**config.mk**
```make
export PLATFORM = sky130hd
export DESIGN_NAME = aes_rkmem
export DESIGN_NICKNAME = d
export VERILOG_FILES = /design/src/hw/rtl/aes_pkg.sv /design/src/hw/rtl/aes_rkmem.sv
export SDC_FILE = /design/constraint.sdc
export NUM_CORES = 1
export LEC_CHECK = 0
export BUFFER_PORTS_ARGS = -buffer_cell sky130_fd_sc_hd__clkbuf_2
export CAP_MARGIN = 30
export CORE_UTILIZATION = 56
export CTS_CLUSTER_DIAMETER = 40
export DETAILED_ROUTE_END_ITERATION = 12
export PLACE_DENSITY = 0.75
export SLEW_MARGIN = 20
export SYNTH_ARGS = -nofsm -noshare
export SYNTH_HDL_FRONTEND = slang
export SYNTH_SLANG_ARGS = --single-unit
export TNS_END_PERCENT = 5
```
**constraint.sdc**
```tcl
create_clock -name clk -period 5.1 [get_ports clk]
set_input_delay 1.02 -clock clk [delete_from_list [all_inputs] [get_ports clk]]
set_output_delay 1.02 -clock clk [all_outputs]
set_load 0.01 [all_outputs]
```
**src/hw/rtl/aes_pkg.sv**
```systemverilog
`default_nettype none
package aes_pkg;
	localparam int unsigned NumRounds = 10;
	localparam int unsigned KeyWords = 4 * (NumRounds + 1);
	localparam int unsigned RkAw = 6;

	typedef logic [7:0] byte_t;
	typedef logic [127:0] blk_t;

	typedef enum logic [4:0] {
		ST_IDLE = 5'b00001,
		ST_EXP  = 5'b00010,
		ST_RD   = 5'b00100,
		ST_RUN  = 5'b01000,
		ST_OUT  = 5'b10000
	} state_t;

	localparam logic [7:0] RegKeyHigh = 8'd0;
	localparam logic [7:0] RegKeyLow  = 8'd1;

	localparam logic [7:0] SBOX [256] = '{
		8'h63,8'h7c,8'h77,8'h7b,8'hf2,8'h6b,8'h6f,8'hc5,8'h30,8'h01,8'h67,8'h2b,8'hfe,8'hd7,8'hab,8'h76,
		8'hca,8'h82,8'hc9,8'h7d,8'hfa,8'h59,8'h47,8'hf0,8'had,8'hd4,8'ha2,8'haf,8'h9c,8'ha4,8'h72,8'hc0,
		8'hb7,8'hfd,8'h93,8'h26,8'h36,8'h3f,8'hf7,8'hcc,8'h34,8'ha5,8'he5,8'hf1,8'h71,8'hd8,8'h31,8'h15,
		8'h04,8'hc7,8'h23,8'hc3,8'h18,8'h96,8'h05,8'h9a,8'h07,8'h12,8'h80,8'he2,8'heb,8'h27,8'hb2,8'h75,
		8'h09,8'h83,8'h2c,8'h1a,8'h1b,8'h6e,8'h5a,8'ha0,8'h52,8'h3b,8'hd6,8'hb3,8'h29,8'he3,8'h2f,8'h84,
		8'h53,8'hd1,8'h00,8'hed,8'h20,8'hfc,8'hb1,8'h5b,8'h6a,8'hcb,8'hbe,8'h39,8'h4a,8'h4c,8'h58,8'hcf,
		8'hd0,8'hef,8'haa,8'hfb,8'h43,8'h4d,8'h33,8'h85,8'h45,8'hf9,8'h02,8'h7f,8'h50,8'h3c,8'h9f,8'ha8,
		8'h51,8'ha3,8'h40,8'h8f,8'h92,8'h9d,8'h38,8'hf5,8'hbc,8'hb6,8'hda,8'h21,8'h10,8'hff,8'hf3,8'hd2,
		8'hcd,8'h0c,8'h13,8'hec,8'h5f,8'h97,8'h44,8'h17,8'hc4,8'ha7,8'h7e,8'h3d,8'h64,8'h5d,8'h19,8'h73,
		8'h60,8'h81,8'h4f,8'hdc,8'h22,8'h2a,8'h90,8'h88,8'h46,8'hee,8'hb8,8'h14,8'hde,8'h5e,8'h0b,8'hdb,
		8'he0,8'h32,8'h3a,8'h0a,8'h49,8'h06,8'h24,8'h5c,8'hc2,8'hd3,8'hac,8'h62,8'h91,8'h95,8'he4,8'h79,
		8'he7,8'hc8,8'h37,8'h6d,8'h8d,8'hd5,8'h4e,8'ha9,8'h6c,8'h56,8'hf4,8'hea,8'h65,8'h7a,8'hae,8'h08,
		8'hba,8'h78,8'h25,8'h2e,8'h1c,8'ha6,8'hb4,8'hc6,8'he8,8'hdd,8'h74,8'h1f,8'h4b,8'hbd,8'h8b,8'h8a,
		8'h70,8'h3e,8'hb5,8'h66,8'h48,8'h03,8'hf6,8'h0e,8'h61,8'h35,8'h57,8'hb9,8'h86,8'hc1,8'h1d,8'h9e,
		8'he1,8'hf8,8'h98,8'h11,8'h69,8'hd9,8'h8e,8'h94,8'h9b,8'h1e,8'h87,8'he9,8'hce,8'h55,8'h28,8'hdf,
		8'h8c,8'ha1,8'h89,8'h0d,8'hbf,8'he6,8'h42,8'h68,8'h41,8'h99,8'h2d,8'h0f,8'hb0,8'h54,8'hbb,8'h16
	};

	localparam logic [7:0] ISBOX [256] = '{
		8'h52,8'h09,8'h6a,8'hd5,8'h30,8'h36,8'ha5,8'h38,8'hbf,8'h40,8'ha3,8'h9e,8'h81,8'hf3,8'hd7,8'hfb,
		8'h7c,8'he3,8'h39,8'h82,8'h9b,8'h2f,8'hff,8'h87,8'h34,8'h8e,8'h43,8'h44,8'hc4,8'hde,8'he9,8'hcb,
		8'h54,8'h7b,8'h94,8'h32,8'ha6,8'hc2,8'h23,8'h3d,8'hee,8'h4c,8'h95,8'h0b,8'h42,8'hfa,8'hc3,8'h4e,
		8'h08,8'h2e,8'ha1,8'h66,8'h28,8'hd9,8'h24,8'hb2,8'h76,8'h5b,8'ha2,8'h49,8'h6d,8'h8b,8'hd1,8'h25,
		8'h72,8'hf8,8'hf6,8'h64,8'h86,8'h68,8'h98,8'h16,8'hd4,8'ha4,8'h5c,8'hcc,8'h5d,8'h65,8'hb6,8'h92,
		8'h6c,8'h70,8'h48,8'h50,8'hfd,8'hed,8'hb9,8'hda,8'h5e,8'h15,8'h46,8'h57,8'ha7,8'h8d,8'h9d,8'h84,
		8'h90,8'hd8,8'hab,8'h00,8'h8c,8'hbc,8'hd3,8'h0a,8'hf7,8'he4,8'h58,8'h05,8'hb8,8'hb3,8'h45,8'h06,
		8'hd0,8'h2c,8'h1e,8'h8f,8'hca,8'h3f,8'h0f,8'h02,8'hc1,8'haf,8'hbd,8'h03,8'h01,8'h13,8'h8a,8'h6b,
		8'h3a,8'h91,8'h11,8'h41,8'h4f,8'h67,8'hdc,8'hea,8'h97,8'hf2,8'hcf,8'hce,8'hf0,8'hb4,8'he6,8'h73,
		8'h96,8'hac,8'h74,8'h22,8'he7,8'had,8'h35,8'h85,8'he2,8'hf9,8'h37,8'he8,8'h1c,8'h75,8'hdf,8'h6e,
		8'h47,8'hf1,8'h1a,8'h71,8'h1d,8'h29,8'hc5,8'h89,8'h6f,8'hb7,8'h62,8'h0e,8'haa,8'h18,8'hbe,8'h1b,
		8'hfc,8'h56,8'h3e,8'h4b,8'hc6,8'hd2,8'h79,8'h20,8'h9a,8'hdb,8'hc0,8'hfe,8'h78,8'hcd,8'h5a,8'hf4,
		8'h1f,8'hdd,8'ha8,8'h33,8'h88,8'h07,8'hc7,8'h31,8'hb1,8'h12,8'h10,8'h59,8'h27,8'h80,8'hec,8'h5f,
		8'h60,8'h51,8'h7f,8'ha9,8'h19,8'hb5,8'h4a,8'h0d,8'h2d,8'he5,8'h7a,8'h9f,8'h93,8'hc9,8'h9c,8'hef,
		8'ha0,8'he0,8'h3b,8'h4d,8'hae,8'h2a,8'hf5,8'hb0,8'hc8,8'heb,8'hbb,8'h3c,8'h83,8'h53,8'h99,8'h61,
		8'h17,8'h2b,8'h04,8'h7e,8'hba,8'h77,8'hd6,8'h26,8'he1,8'h69,8'h14,8'h63,8'h55,8'h21,8'h0c,8'h7d
	};

	function automatic byte_t xt(input byte_t a);
		return {a[6:0], 1'b0} ^ (a[7] ? 8'h1b : 8'h00);
	endfunction
endpackage
`default_nettype wire

```
**src/hw/rtl/aes_rkmem.sv**
```systemverilog
`default_nettype none
module aes_rkmem (
	input  wire logic                      clk,
	input  wire logic                      we,
	input  wire logic [aes_pkg::RkAw-1:0]  waddr,
	input  wire logic [31:0]               wdata,
	input  wire logic [aes_pkg::RkAw-1:0]  raddr,
	output logic      [31:0]               rdata
);
	import aes_pkg::*;
	logic [31:0] mem [KeyWords];

	always_ff @(posedge clk) begin
		if (we) mem[waddr] <= wdata;
		rdata <= mem[raddr];
	end
endmodule
`default_nettype wire

```
==> results.md, run 1 <==
- Status: completed
- Cells after Synth: 2500
- Endpoint type of the worst setup path: flop
- Placed wire-length estimate: roughly 74000 microns
- I/O pin cnt: 78
- Via density: 6.647
- Synthesis-to-finish area growth: 13.99%
- Fill cell count: 6020
- Register area: 0.04292 sq mm
- DRC Markers: 0
- Initial antenna violation count: 3
- Initial drt markers: 3741
- Vias in the first global route: 27450
- Crit path cell chain: clkbuf_2, nor2_1, nand2_1, nor2_4, buf_4
- Sequential area share after synthesis: 78.66%
- Crit path from: waddr[3]
- Wirelength per Cell: 32.32 microns
- CTS sink cnt: 1440
- CP arrival: 3.32 ns
- Int Pwr: between 20 and 25 mW
- Starting Density: a little under three fifths
- Pwr Density: 409.8 mW/mm^2
- Die Span Y: around 310 microns
- R2R Path Start: mem[39][30]
- Seq pwr share: 51.7%
- Required @ worst endpoint: 5.48 ns
- CTS max path bufs: 3
- Setup tns final: 0 ns
- Clk slew on worst S/H paths: around 0.06 ns
- Clk root buf: clkbuf_16
- First-pass GRT wire length: 190600 microns
- Largest net degree at the start of global routing: 71
- Number of synthesized flops with an enable pin: roughly 1400
- Crit path kind: input port to flop
- Drt total wl: 131900 microns
- Slowest CP cell: nor2_4
- CP max FO: 18
- Placed cells: 3796
- Synth async-reset ratio: 0%
- Hold Path Class: flop to flop
- Row cnt: 114
- Maximum vdd drop: 0.0003704 V
- Port Buffer Count: 77
- Seq cells post-synth: 1440
- DIE AREA: around 0.1 sq mm
- Sw Pwr: approximately 5.3 mW
- Core Box Area: around 0.097 sq mm
- Final RePlAce weighted congestion: roughly 0.84
- Post-route minimum period: a little under 3 ns
- Post-synthesis cell area: about 0.055 sq mm
- Hold Path Origin: mem[43][19]
- Static leakage: approximately 20 nW
- Total of max-cap violations: 0
- Clk pwr share: 43.9%
- 1st-pass router iterations: 8
- Layout Cells excl Fill: 4082
- Fin. max-slew vios: 0
- Final hold vios: 0
- Fin crit share: slightly below 60%
- Slowest stage delay, CP: 0.93 ns
- Share of cells above drive strength 1: between 20% and 30%
- Syn nets: 2546
- Relative slew slack: 33.83%
- Ys Warns: 0
- CTS Buf Count: 155
- Finish-stage setup viols: 0
- Worst-Margin Slew: 0.9902 ns
- Total number of vias: 27140
- Final #Nets: 2725
- DRT antenna net count: 0
- H-tree depth: 4
- Sw Share: 20.97%
- Gr ovfl total: 0
- Post_cts resized: 0
- Area of the multi-input gates: approximately 0.011 sq mm
- Cts hold-fix bufs: 0
- Clock network latency to the later pin of the worst-skew pair: 0.75 ns
- Ys flop type: edfxtp_1
- RSZ-0062 raised after global routing: no
- Die width: 314.2 microns
- Synth unique cells: 33
- Crit path launch type: input port
- Syn Area/Cell: between 20 and 25 sq um
- CTS tree: built
- Post-CTS Setup Bufs: 0
- GRT Total Usage: a little over a quarter
- Fmax: 0.3401 GHz
- Clock skew: 0.03155 ns
- Logic pwr share: under 10%
## routing by layer
layer	track usage, %	wire length (microns)	vias to the layer above
li1	-	-	10900
met1	39.21	49740	14180
met2	42.21	62790	1797
met3	6.245	15790	250
met4	8.459	3511	6
met5	0.6770	114	-
## stage by stage
stage	setup slack (ns)	instance area (sq um)	hold slack [ns]	total power, mW	utilization (%)
2_1_floorplan	0.2852	54570	0.7428	14.02	-
3_3_place_gp	1.560	57010	0.7746	14.50	59.04
3_5_place_dp	1.452	57010	0.8071	14.55	59.04
4_1_cts	2.225	62150	0.8326	25.59	64.36
5_1_grt	2.123	62200	0.8962	26.11	64.41
6_report	2.160	62200	0.8326	25.49	64.41
## cells by family (layout without fill, tap and decap cells)
kind of cell / Yosys count / after routing / share of synthesized area [%]
and+or+nand+nor: 147 / 147 / 1.137
other: 0 / 2 / 0
buffers and inverters: 145 / 449 / 1.273
muxes: 480 / 480 / 15.56
DFF: 1440 / 1440 / 78.66
AOI/OAI and AO/OA: 288 / 288 / 3.375
## Yosys cell counts (all sizes together), types with 32 or more instances
cell	instances	area, sq um
mux2	64	720.7
a22oi	64	480.5
nor2	54	202.7
dfxtp	32	640.6
nand2	62	232.7
a221oi	32	280.3
mux4	288	6486
mux2i	128	1281
o21ai	54	270.3
edfxtp	1408	42280
clkbuf	74	277.8
buf	70	412.9
a21oi	74	370.4
o22ai	32	200.2
## final timing paths
path                endpoint  slack (ns)  cells past startpoint
setup / recovery  mem[37][0]        2.16                      5
hold / removal     rdata[19]        0.83                      5
hold reg to reg    rdata[19]        0.83                      5
setup reg to reg   rdata[30]        3.17                      5
## critical path, delay by kind of cell
kind,cells,cell delay (ns)
buffers and inverters,2,0.70
and+or+nand+nor,3,1.55
## cell type report
| class | count | share of cell area, % |
|---|---|---|
| Tap cell | 1276 | 2.567 |
| Antenna cell | 2 | 0.008047 |
| Sequential cell | 1440 | 69.01 |
| Timing Repair Buffer | 166 | 1.987 |
| Multi-Input combinational cell | 915 | 18.17 |
| Clock buffer | 196 | 6.669 |
| Clock inverter | 86 | 1.589 |
| Inverter | 1 | 0.006035 |
## registers in the layout, summed over array words and instances, names as in the netlist
| signal | flops |
|---|---|
| mem | 1408 |
| rdata | 32 |
## cell usage in the layout (no fill, tap or decap), types with 14 or more instances in the layout
cell type / count
edfxtp_1: 1408
mux4_2: 288
clkbuf_16: 159
mux2i_1: 128
buf_4: 79
a21oi_1: 74
clkbuf_2: 73
a22oi_1: 64
nand2_1: 62
nor2_4: 40
mux2_1: 39
clkbuf_1: 34
o22ai_1: 32
a221oi_1: 32
dfxtp_1: 32
o21ai_0: 28
o21ai_1: 26
mux2_2: 25
o211ai_1: 22
clkinv_1: 18
clkinv_2: 17
bufinv_16: 16
nor2_1: 14
## power groups by stage
stage,registers (mW),logic [mW],clock network (mW)
2_1_floorplan,13.4,0.636,0
3_3_place_gp,13.4,1.10,0
3_5_place_dp,13.4,1.13,0
4_1_cts,13.2,1.14,11.3
5_1_grt,13.2,1.21,11.7
6_report,13.2,1.14,11.2
Power figures use the tool's default switching activity.
==> run 2: changes to the inputs <==
- CORE_UTILIZATION: 56 -> 62
- PLACE_DENSITY: 0.75 -> 0.79
- clock period: 5.1 -> 2.8 ns (I/O delays scaled with it)
==> results.md, run 2 (same netlist as run 1, synthesis figures left out) <==
- Total number of vias: 28200 (+3.9%)
- Slowest stage delay, CP: 0.37 ns (-0.56 ns)
- I/O pin cnt: 78 (unchanged)
- DRC Markers: 0 (unchanged)
- H-tree depth: 4 (unchanged)
- GRT Total Usage: 32.24% (+4.9 points)
- Post-CTS Setup Bufs: 0 (unchanged)
- Fin crit share: 73.48%
- Clock skew: 0.02953 ns (-0.002022 ns)
- Endpoint type of the worst setup path: flop
- Final hold vios: 0 (unchanged)
- R2R setup slack: 0.78 ns (-2.39 ns)
- Power Total: 46.98 mW (+84%)
- Status: completed
- Regs by FF count: mem (1408), rdata (32)
- Slowest CP cell: a22oi_1
- Core Box Area: 0.08702 sq mm (-9.9%)
- Largest register by flop count: mem
- Initial antenna violation count: 6 (+3)
- Final Util: 72.59% (+8.2 points)
- Hold Path Class: input port to flop
- Final #Nets: 2760 (+1.3%)
- Total of max-cap violations: 0 (unchanged)
- Finish-stage setup viols: 0 (unchanged)
- Via density: 7.042 (+5.9%)
- CTS sink cnt: 1440 (unchanged)
- Placed cells: 3713 (-2.2%)
- CTS tree: built
- CTS Buf Count: 153 (-1.3%)
- Wirelength per Cell: 34.90 microns (+8.0%)
- Worst-Margin Slew: 0.8952 ns (-0.09499 ns)
- Initial drt markers: 3847 (+2.8%)
- Cts hold-fix bufs: 0 (unchanged)
- Clk root buf: clkbuf_16
- Static leakage: 20.19 nW (+2.1%)
- Setup WS pre-CTS: 0.05595 ns (-1.396 ns)
- First-pass GRT wire length: 200900 microns (+5.4%)
- Crit path launch type: input port
- Post-route minimum period: 2.057 ns
- DRT antenna net count: 0 (unchanged)
- 1st-pass router iterations: 6 (-2)
- Crit path cell chain: buf_8, buf_12, buf_12, mux4_2, a22oi_1, a21oi_1, a21oi_1, o21ai_1
- Final RePlAce weighted congestion: 0.8053 (-4.2%)
- Layout Cells excl Fill: 4004 (-1.9%)
- Maximum vdd drop: 0.0007285 V (+97%)
- Pwr Density: 743.7 mW/mm^2 (+81%)
- DIE AREA: 0.08920 sq mm (-9.6%)
- Share of cells above drive strength 1: 28.56% (+1.4 points)
- Row cnt: 108 (-5.3%)
- Max FFs per register: 1408 (unchanged)
- Starting Density: 62.70% (+6.2 points)
- RSZ-0062 raised after global routing: no
- Largest net degree at the start of global routing: 129 (+82%)
- Clock network latency to the later pin of the worst-skew pair: 0.77 ns (+0.02 ns)
- Crit path kind: input port to flop
- Vias in the first global route: 29220 (+6.5%)
- CP max FO: 45 (+27)
- Most common cell after layout, fill and taps aside: edfxtp_1
- Most frequent cells in the layout: 1408 x edfxtp_1, 288 x mux4_2, 153 x clkbuf_16
- Largest delay share family, worst path: compound AO/OA/AOI/OAI gates
- Synthesis-to-finish area growth: 15.78%
- Drt total wl: 139700 microns (+5.9%)
- Placed wire-length estimate: 71390 microns (-3.7%)
- Die width: 298.7 microns (-4.9%)
- Buf+Inv Stages, Crit Path: 3 (+1)
- Required @ worst endpoint: 3.43 ns (-2.05 ns)
- Clk slew on worst S/H paths: 0.06 ns (about the same)
- Gr ovfl total: 0 (unchanged)
- Fmax: just under 0.5 GHz
- Port Buffer Count: 77 (unchanged)
- Post_cts resized: 0 (unchanged)
- Relative slew slack: 40.32% (+6.5 points)
- Die Span Y: 298.7 microns (-4.9%)
- Final setup margin: 0.7426 ns (-1.417 ns)
- CTS max path bufs: 3 (unchanged)
- CP arrival: 2.68 ns (-0.64 ns)
- Fin. max-slew vios: 0 (unchanged)
==> run 2: path summary, 6_finish.rpt <==
| path | from | end | depth (start not counted) |
|---|---|---|---|
| hold / removal | raddr[5] | rdata[14] | 3 |
| setup / recovery | raddr[1] | rdata[18] | 8 |
| setup reg to reg | mem[28][18] | rdata[18] | 5 |
| hold reg to reg | mem[40][8] | rdata[8] | 5 |
==> run 2: metal layers <==
layer,global-route usage (%),vias to the layer above,routed length (microns)
met3,7.437,393,17720
met4,14.33,2,5719
met1,43.42,14610,47950
met2,51.21,2221,68330
met5,0,-,9
li1,-,10980,-
==> run 2: through the flow <==
step	area, sq um	TNS [ns]	hold WS, ns
6_report	63170	0	0.4656
5_1_grt	63170	0	0.4801
4_1_cts	63130	0	0.4211
3_5_place_dp	57840	0	0.8045
3_3_place_gp	57840	0	0.7855
2_1_floorplan	54580	-217.77	0.6589
==> run 2: final cells by class <==
type | instances | area [sq um]
clock inverters | 96 | 1240
flip-flops and latches | 1440 | 42920
repair buffers | 203 | 2177
inverters | 1 | 3.754
diodes | 6 | 15.01
multi-input cells | 915 | 11320
fillers | 4664 | 23850
well taps | 1155 | 1445
clock buffers | 188 | 4050
==> run 2: report_power, final <==
| part | internal, mW | switching (mW) |
|---|---|---|
| combinational | 0.830 | 1.34 |
| clock | 12.1 | 8.71 |
| sequential | 23.9 | 0.107 |
==> run 2: worst register-to-register path, stage by stage (launching register included) <==
cell and delay [ns]:
edfxtp_1 0.39, mux4_2 0.48, a22oi_1 0.37, a21oi_1 0.23, a21oi_1 0.30, o21ai_1 0.12
